## src/hdl/nlst_pkg.sv

```systemverilog
package nlst_pkg;

  localparam int NODE_COUNT = 256;
  localparam int NODE_AW    = $clog2(NODE_COUNT);
  localparam int NODE_W     = 8;
  localparam int COORD_W    = 32;
  localparam int SPAN_W     = 32;

  // command queue between front and back
  localparam int QDEPTH = 2;
  localparam int QPTR_W = $clog2(QDEPTH);
  localparam int QCNT_W = $clog2(QDEPTH + 1);

  localparam logic STATUS_DONE = 1'b0;
  localparam logic STATUS_FLAT = 1'b1;

  localparam logic [SPAN_W-1:0] SCALE_UNSET = '1;

  typedef enum logic [1:0] {
    REQ_APPLY = 2'd0,
    REQ_READ  = 2'd1,
    REQ_CLEAR = 2'd2
  } req_t;

  typedef enum logic [2:0] {
    CMD_APPLY,
    CMD_FLAT,
    CMD_READ,
    CMD_CLEAR,
    CMD_NOP
  } cmd_kind_t;

  typedef struct packed {
    cmd_kind_t           kind;
    logic [NODE_W-1:0]   node_a;
    logic [NODE_W-1:0]   node_b;
    logic [NODE_W-1:0]   node_c;
    logic [SPAN_W-1:0]   span_x;
    logic [SPAN_W-1:0]   span_y;
  } cmd_t;

  typedef struct packed {
    logic                valid;
    logic                status;
    logic [SPAN_W-1:0]   scale_x;
    logic [SPAN_W-1:0]   scale_y;
  } result_t;

  typedef enum logic [2:0] {
    BK_IDLE,
    BK_NODE_A,
    BK_NODE_B,
    BK_NODE_C,
    BK_READ
  } back_state_t;

  function automatic logic [NODE_AW-1:0] node_addr(logic [NODE_W-1:0] n);
    return NODE_AW'(n);
  endfunction

  function automatic logic node_in_range(logic [NODE_W-1:0] n);
    return (32'(n) < 32'(NODE_COUNT));
  endfunction

endpackage

```

## src/hdl/nlst_front.sv

```systemverilog
module nlst_front (
  input  logic                              clk,
  input  logic                              rst_n,
  input  logic                              start,
  output logic                              busy,
  input  logic [1:0]                        in_req_type,
  input  logic [nlst_pkg::NODE_W-1:0]       in_node_a,
  input  logic [nlst_pkg::NODE_W-1:0]       in_node_b,
  input  logic [nlst_pkg::NODE_W-1:0]       in_node_c,
  input  logic signed [nlst_pkg::COORD_W-1:0] in_x_a,
  input  logic signed [nlst_pkg::COORD_W-1:0] in_y_a,
  input  logic signed [nlst_pkg::COORD_W-1:0] in_x_b,
  input  logic signed [nlst_pkg::COORD_W-1:0] in_y_b,
  input  logic signed [nlst_pkg::COORD_W-1:0] in_x_c,
  input  logic signed [nlst_pkg::COORD_W-1:0] in_y_c,
  output nlst_pkg::cmd_t                    cmd,
  output logic                              cmd_valid,
  input  logic                              cmd_pop
);

  function automatic logic [nlst_pkg::SPAN_W-1:0] span3(
    logic signed [nlst_pkg::COORD_W-1:0] a,
    logic signed [nlst_pkg::COORD_W-1:0] b,
    logic signed [nlst_pkg::COORD_W-1:0] c
  );
    logic signed [nlst_pkg::COORD_W-1:0] lo;
    logic signed [nlst_pkg::COORD_W-1:0] hi;
    lo = a;
    hi = a;
    if (b < lo) lo = b;
    if (b > hi) hi = b;
    if (c < lo) lo = c;
    if (c > hi) hi = c;
    // max minus min of 32-bit values always fits 32 unsigned bits
    return nlst_pkg::SPAN_W'(hi - lo);
  endfunction

  nlst_pkg::cmd_t                 q_r [nlst_pkg::QDEPTH];
  logic [nlst_pkg::QPTR_W-1:0]    wr_ptr_r, wr_ptr_nxt;
  logic [nlst_pkg::QPTR_W-1:0]    rd_ptr_r, rd_ptr_nxt;
  logic [nlst_pkg::QCNT_W-1:0]    count_r, count_nxt;
  nlst_pkg::cmd_t                 new_cmd;
  logic                           push;

  assign busy      = (count_r == nlst_pkg::QCNT_W'(nlst_pkg::QDEPTH));
  assign push      = start && !busy;
  assign cmd_valid = (count_r != '0);
  assign cmd       = q_r[rd_ptr_r];

  // classify the request and form the spans on the way in
  always_comb begin
    new_cmd        = '0;
    new_cmd.node_a = in_node_a;
    new_cmd.node_b = in_node_b;
    new_cmd.node_c = in_node_c;
    new_cmd.span_x = span3(in_x_a, in_x_b, in_x_c);
    new_cmd.span_y = span3(in_y_a, in_y_b, in_y_c);
    case (in_req_type)
      nlst_pkg::REQ_APPLY: begin
        if (new_cmd.span_x == '0 || new_cmd.span_y == '0) begin
          new_cmd.kind = nlst_pkg::CMD_FLAT;
        end else begin
          new_cmd.kind = nlst_pkg::CMD_APPLY;
        end
      end
      nlst_pkg::REQ_READ:  new_cmd.kind = nlst_pkg::CMD_READ;
      nlst_pkg::REQ_CLEAR: new_cmd.kind = nlst_pkg::CMD_CLEAR;
      default:             new_cmd.kind = nlst_pkg::CMD_NOP;
    endcase
  end

  always_comb begin
    wr_ptr_nxt = wr_ptr_r;
    rd_ptr_nxt = rd_ptr_r;
    count_nxt  = count_r;
    if (push) begin
      wr_ptr_nxt = (wr_ptr_r == nlst_pkg::QPTR_W'(nlst_pkg::QDEPTH - 1)) ?
                   '0 : wr_ptr_r + 1'b1;
    end
    if (cmd_pop) begin
      rd_ptr_nxt = (rd_ptr_r == nlst_pkg::QPTR_W'(nlst_pkg::QDEPTH - 1)) ?
                   '0 : rd_ptr_r + 1'b1;
    end
    if (push && !cmd_pop) begin
      count_nxt = count_r + 1'b1;
    end else if (!push && cmd_pop) begin
      count_nxt = count_r - 1'b1;
    end
  end

  always_ff @(posedge clk) begin
    if (!rst_n) begin
      wr_ptr_r <= '0;
      rd_ptr_r <= '0;
      count_r  <= '0;
    end else begin
      wr_ptr_r <= wr_ptr_nxt;
      rd_ptr_r <= rd_ptr_nxt;
      count_r  <= count_nxt;
    end
  end

  always_ff @(posedge clk) begin
    if (push) begin
      q_r[wr_ptr_r] <= new_cmd;
    end
  end

endmodule

```

## config.mk

```make
export PLATFORM = sky130hd
export DESIGN_NAME = nlst_front
export DESIGN_NICKNAME = d
export VERILOG_FILES = /design/src/hdl/nlst_pkg.sv /design/src/hdl/nlst_front.sv
export SDC_FILE = /design/constraint.sdc
export NUM_CORES = 1
export LEC_CHECK = 0
export BUFFER_PORTS_ARGS = -buffer_cell sky130_fd_sc_hd__buf_2
export CORE_MARGIN = 5
export CORE_UTILIZATION = 58
export DETAILED_ROUTE_END_ITERATION = 7
export PLACE_DENSITY_LB_ADDON = 0.15
export RECOVER_POWER = 25
export SLEW_MARGIN = 25
export SYNTH_ARGS = -nofsm -noshare
export SYNTH_HDL_FRONTEND = slang
export SYNTH_SLANG_ARGS = --single-unit
```

## constraint.sdc

```tcl
create_clock -name clk -period 10.35 [get_ports clk]
set_input_delay 0 -clock clk [delete_from_list [all_inputs] [get_ports clk]]
set_output_delay 0 -clock clk [all_outputs]
set_load 0.05 [all_outputs]
```

Word-level counts from Yosys, hierarchy flattened
Memories as Yosys holds them, arrays and structs flattened. A register that Yosys moved wholly into a read port is not among the register bits.
Index checks and enable logic that the tools add are counted.
Storage, ports and cells
  output and inout bits: 93
  RAM bits: 182
  memories kept: 1
  register bits after elaboration: 4
  bits in latches: 0
  ROM bits: 0
  input bits: 222
  word-level logic and storage cells: 51
Cells by class
  reductions and logical operators: 12
  order comparisons: 8
  multiply operators: 0
  shift operators: 0
  divide/modulo/power cells: 0
  add/subtract/negate cells: 6
  eq/ne operators: 3
  mux-type cells: 18
  bitwise logic cells: 0
Memories
  q_r: words 2, width 91, rd ports 1, clocked after Yosys merged registers in 1, write ports 1, line nlst_front.sv:38  | nlst_pkg::cmd_t q_r [nlst_pkg::QDEPTH];
Operator list (count)
  $mux 32: 8
  $gt 32x32->1: 4
  $lt 32x32->1: 4
  $logic_not 32->1: 2
  $sub 32x32->32: 2
  $pmux 3 s3: 1
  $mux 1: 7
  $eq 2x2->1 const B: 2
  $mux 2: 2
  $reduce_bool 2->1: 2
  $logic_and 1x1->1: 3
  $logic_not 1->1: 3
  $add 1x1->1 const B: 2
  $add 2x1->2 const B: 1
  $eq 2x1->1 const B: 1
  $logic_not 2->1: 1
  $sub 2x1->2 const B: 1
  $logic_or 1x1->1: 1

Longest topological paths before layout
  word-level depth: 9
  mapped depth: 39
  depth with buffers taken out: 36

Least setup slack after synthesis
OpenSTA, ideal clock, no wires.
  path kind: input-to-reg
  start: input port in_x_a[25] (netlist name)
  end: memory q_r[0][88] (netlist name) (data pin)
  cell stages on the path: 37
  data required time: 10.076 ns
  buffers on the path: 4
  data arrival time: 8.115 ns
  path slack: 1.961 ns
  cell sequence: inv_1 > ha_1 > a21o_1 > a221o_1 > a211oi_2 > o22ai_1 > a211oi_2 > or2_1 > buf_2 > clkbuf_1 > mux2i_1 > ha_1 > nand4_1 > or2_2 > nor4_1 > o41ai_1 > a22oi_1 > and2_1 > clkbuf_1 > buf_1 > nand2_1 > o21ai_0 > ha_1 > inv_1 > fa_1 > a211oi_1 > o21ai_0 > a2111oi_1 > nor4b_1 > nor2_1 > nor3_1 > or4b_1 > a31o_2 > a21oi_1 > xnor2_1 > nand4b_1 > o211ai_1
RTL lines
  from (decl): line nlst_front.sv:10  | input logic signed [nlst_pkg::COORD_W-1:0] in_x_a,
  to (decl): line nlst_front.sv:38

==> summary.md <==
| Metric | Value |
|---|---|
| Critical path data required time | 10.59 ns |
| Post-DP Area | 19400 sq um |
| DRT iter0 DRCs | 1033 |
| Max-cap check violation count | 2 |
| Average size of a mapped cell | 9.74 sq um |
| Status | finished, violations left |
| Nets@finish | 2586 |
| CP endpoint kind | register |
| Routed WL | 47.0 mm |
| Commonest cells after routing, fill and taps aside | buf_2, ha_1, edfxtp_1, a21oi_1, nor2_1 |
| WHS Endpoint | wr_ptr_r |
| Sink Count | 187 |
| Initial antenna violation count | 0 |
| Port Buffers | 314 |
| RSZ-0062 raised after global routing | no |
| Critical Path Max Stage Delay | 0.86 ns |
| Fraction of registers with async set/reset | 0% |
| First-pass iteration count of the detailed router | 5 |
| Buf/Inv on CP | 3 |
| FILL cells | 2460 |
| Tot Pwr | 0.00477 W |
| Via count | 15.0k |
| Endpoints failing hold | 0 |
| Violated checks | capacitance limit, slew limit |
| Avg WL per Cell | 18.7 um |
| Post-route DRC | 0 |
| Most common cell after layout, fill and taps aside | buf_2 |
| Clk_lat worst skew | 0.43 ns |
| Ys flop type | edfxtp_1 |
| Slowest cell on the critical path | or2_2 |
| RR Endpoint | q_r[1][2] |
| Syn. warnings | 0 |
| Clock skew | 0.0207 ns |
| Clock tree buffer depth | 2 |
| Clock buffer count from CTS | 17 |
| CTS tree | done |
| Post-CTS setup buffers | 0 |
| Total grt overflow | 0 |
| Tmin final | 9.51 ns |
| Via density | 5.97 |
| Dpl hpwl | 38.3 mm |
| Peak supply drop | 0.174 mV |
| Max Fclk | 0.105 GHz |
| Final Cycle Share | 91.9% |
| Die span in x | 183 um |
| Post-synth EDFFs | 182 |
| # diodes | 0 |
| Power Density | 236 nW/um^2 |
| Final Slew Violations | 67 |
| Layout cells sized above 1 | 21.7% |
| Final Setup Violations | 0 |
| Full die area | 33600 sq um |
| Largest net degree at the start of global routing | 74 |
| First-pass GRT wire length | 73.4 mm |
| Hold path startpoint | start |
| Syn Inst Count | 1787 |
| Synth cell types | 80 |
| Element type at the critical path start | input port |
| Synth Register Bits | 187 |
| Worst slew pin tran | 2.13 ns |
| Critical path's top delay family | simple AND/OR/NAND/NOR gates |
| Crit path top cell by count | ha_1 |
| Flop2flop setup slack | 7.01 ns |
| Mapped cell area | 17400 sq um |
| Core region area | 29600 sq um |
| Antenna viol nets, final | 0 |
| All-layer global routing usage | 26.8% |
| Arrival @ worst endpoint | 9.75 ns |
| Min-Delay Path Depth | 4 |
| Clock root buffer | clkbuf_16 |
| Layout area overhead | 16.3% |
| Hold_ws | 0.00684 ns |
| Post-synthesis sequential area ratio | 32.0% |
| Initial core utilization | 58.8% |
| Post-route cell area | 20200 sq um |
| Relative slew slack | -42.1% |
| Setup_tns | 0 ns |
| Max FO, Critical Path | 33 |
| Routability cong. | 0.945 |
| WS Path Type | input port to register |
| Leakage | 9.24 nW |
| Num ports | 315 |
| Syn Nets | 2266 |
| Hold-fix buffers, CTS | 28 |
| FF-to-FF path depth | 3 |
| Class of the worst hold path | input port to register |
| Vias in the first global route | 14.5k |
| Chip Height | 183 um |
| Clock slew at reported path FFs | 0.08 ns |
| RR Startpoint | count_r[0] |
| Row cnt | 63 |
| PostCTS Resize Cnt | 0 |
| H-tree Lvls | 4 |
[sequential cells by signal (all words and copies together), names as in the netlist, named ones only]
name / cells
q_r: 182
count_r: 2
rd_ptr_r: 1
wr_ptr_r: 1
[layer usage]
metal	track usage, %	part of all wire, %	vias up	wire length [um]
met1	38.8	46	7009	21800
met2	43.0	45	526	21000
met5	0	0	-	0
met3	4.80	7.7	43	3640
met4	4.44	1.3	0	633
li1	-	-	7402	-
[per-stage QoR]
stage / worst slack [ns] / instances / utilization [%]
2_1_floorplan: 1.96 / 1787 / -
3_3_place_gp: 0.951 / 2450 / 65.5
3_5_place_dp: 0.681 / 2450 / 65.5
4_1_cts: 1.05 / 2510 / 68.5
5_1_grt: 0.159 / 2510 / 68.3
6_report: 0.836 / 2510 / 68.3
[power breakdown]
group	internal [W]	leakage (nW)	switching, W
Combinational	0.000985	7.20	0.00187
Clock	0.000340	0.304	0.000331
Sequential	0.00120	1.74	0.0000468
[how the worst max path moves through the flow]
stage / startpoint / endpoint / slack [ns] / cells after the start
2_1_floorplan: in_x_a[25] / q_r[0][88] / 1.96 / 37
3_3_place_gp: in_x_a[31] / q_r[0][88] / 0.95 / 34
3_5_place_dp: in_x_a[31] / q_r[0][88] / 0.68 / 31
4_1_cts: in_x_a[31] / q_r[1][88] / 1.05 / 34
5_1_grt: in_x_a[31] / q_r[0][88] / 0.16 / 34
6_report: in_x_a[31] / q_r[1][88] / 0.84 / 31
[cells in the mapped netlist, drive strengths merged, types with 15 or more instances]
| library cell | number | area share [%] |
|---|---|---|
| xnor2 | 32 | 1.6 |
| nor3 | 24 | 0.69 |
| mux2 | 124 | 8.0 |
| mux2i | 127 | 7.3 |
| o21ai | 59 | 1.7 |
| inv | 135 | 2.9 |
| nand4 | 40 | 1.4 |
| xor2 | 16 | 0.80 |
| nand2 | 65 | 1.4 |
| nand3 | 27 | 0.78 |
| a21o | 54 | 2.3 |
| a211oi | 18 | 0.86 |
| a21oi | 179 | 5.1 |
| clkbuf | 41 | 0.88 |
| ha | 255 | 18 |
| nor2 | 164 | 3.5 |
| o21a | 15 | 0.65 |
| o211ai | 16 | 0.72 |
| edfxtp | 182 | 31 |
[kinds of logic (layout without fill, tap and decap cells)]
group           count (synthesis)  after routing  share of synthesized area (%)
compound gates                431            431                           15.7
xor+xnor                       48             48                           2.41
fa+ha+maj                     257            257                           18.6
buf+inv                       186            519                           4.02
flops                         187            187                           32.0
mux                           251            251                           15.3
simple gates                  427            427                           12.0
[layout make-up]
cell class	count	area [sq um]	share of cell area [%]
Multi-Input combinational cell	1414	11200	55.3
Sequential cell	187	5570	27.5
Timing Repair Buffer	352	1870	9.23
Inverter	135	507	2.50
Tap cell	390	488	2.41
Clock buffer	18	439	2.17
Clock inverter	14	185	0.915
[worst min-delay path, stage by stage]
cell	delay (ns)
buf_2	0.10
nand2_1	0.08
and2_1	0.13
o21a_1	0.10
Note: power is estimated with default switching activity, not from simulation.
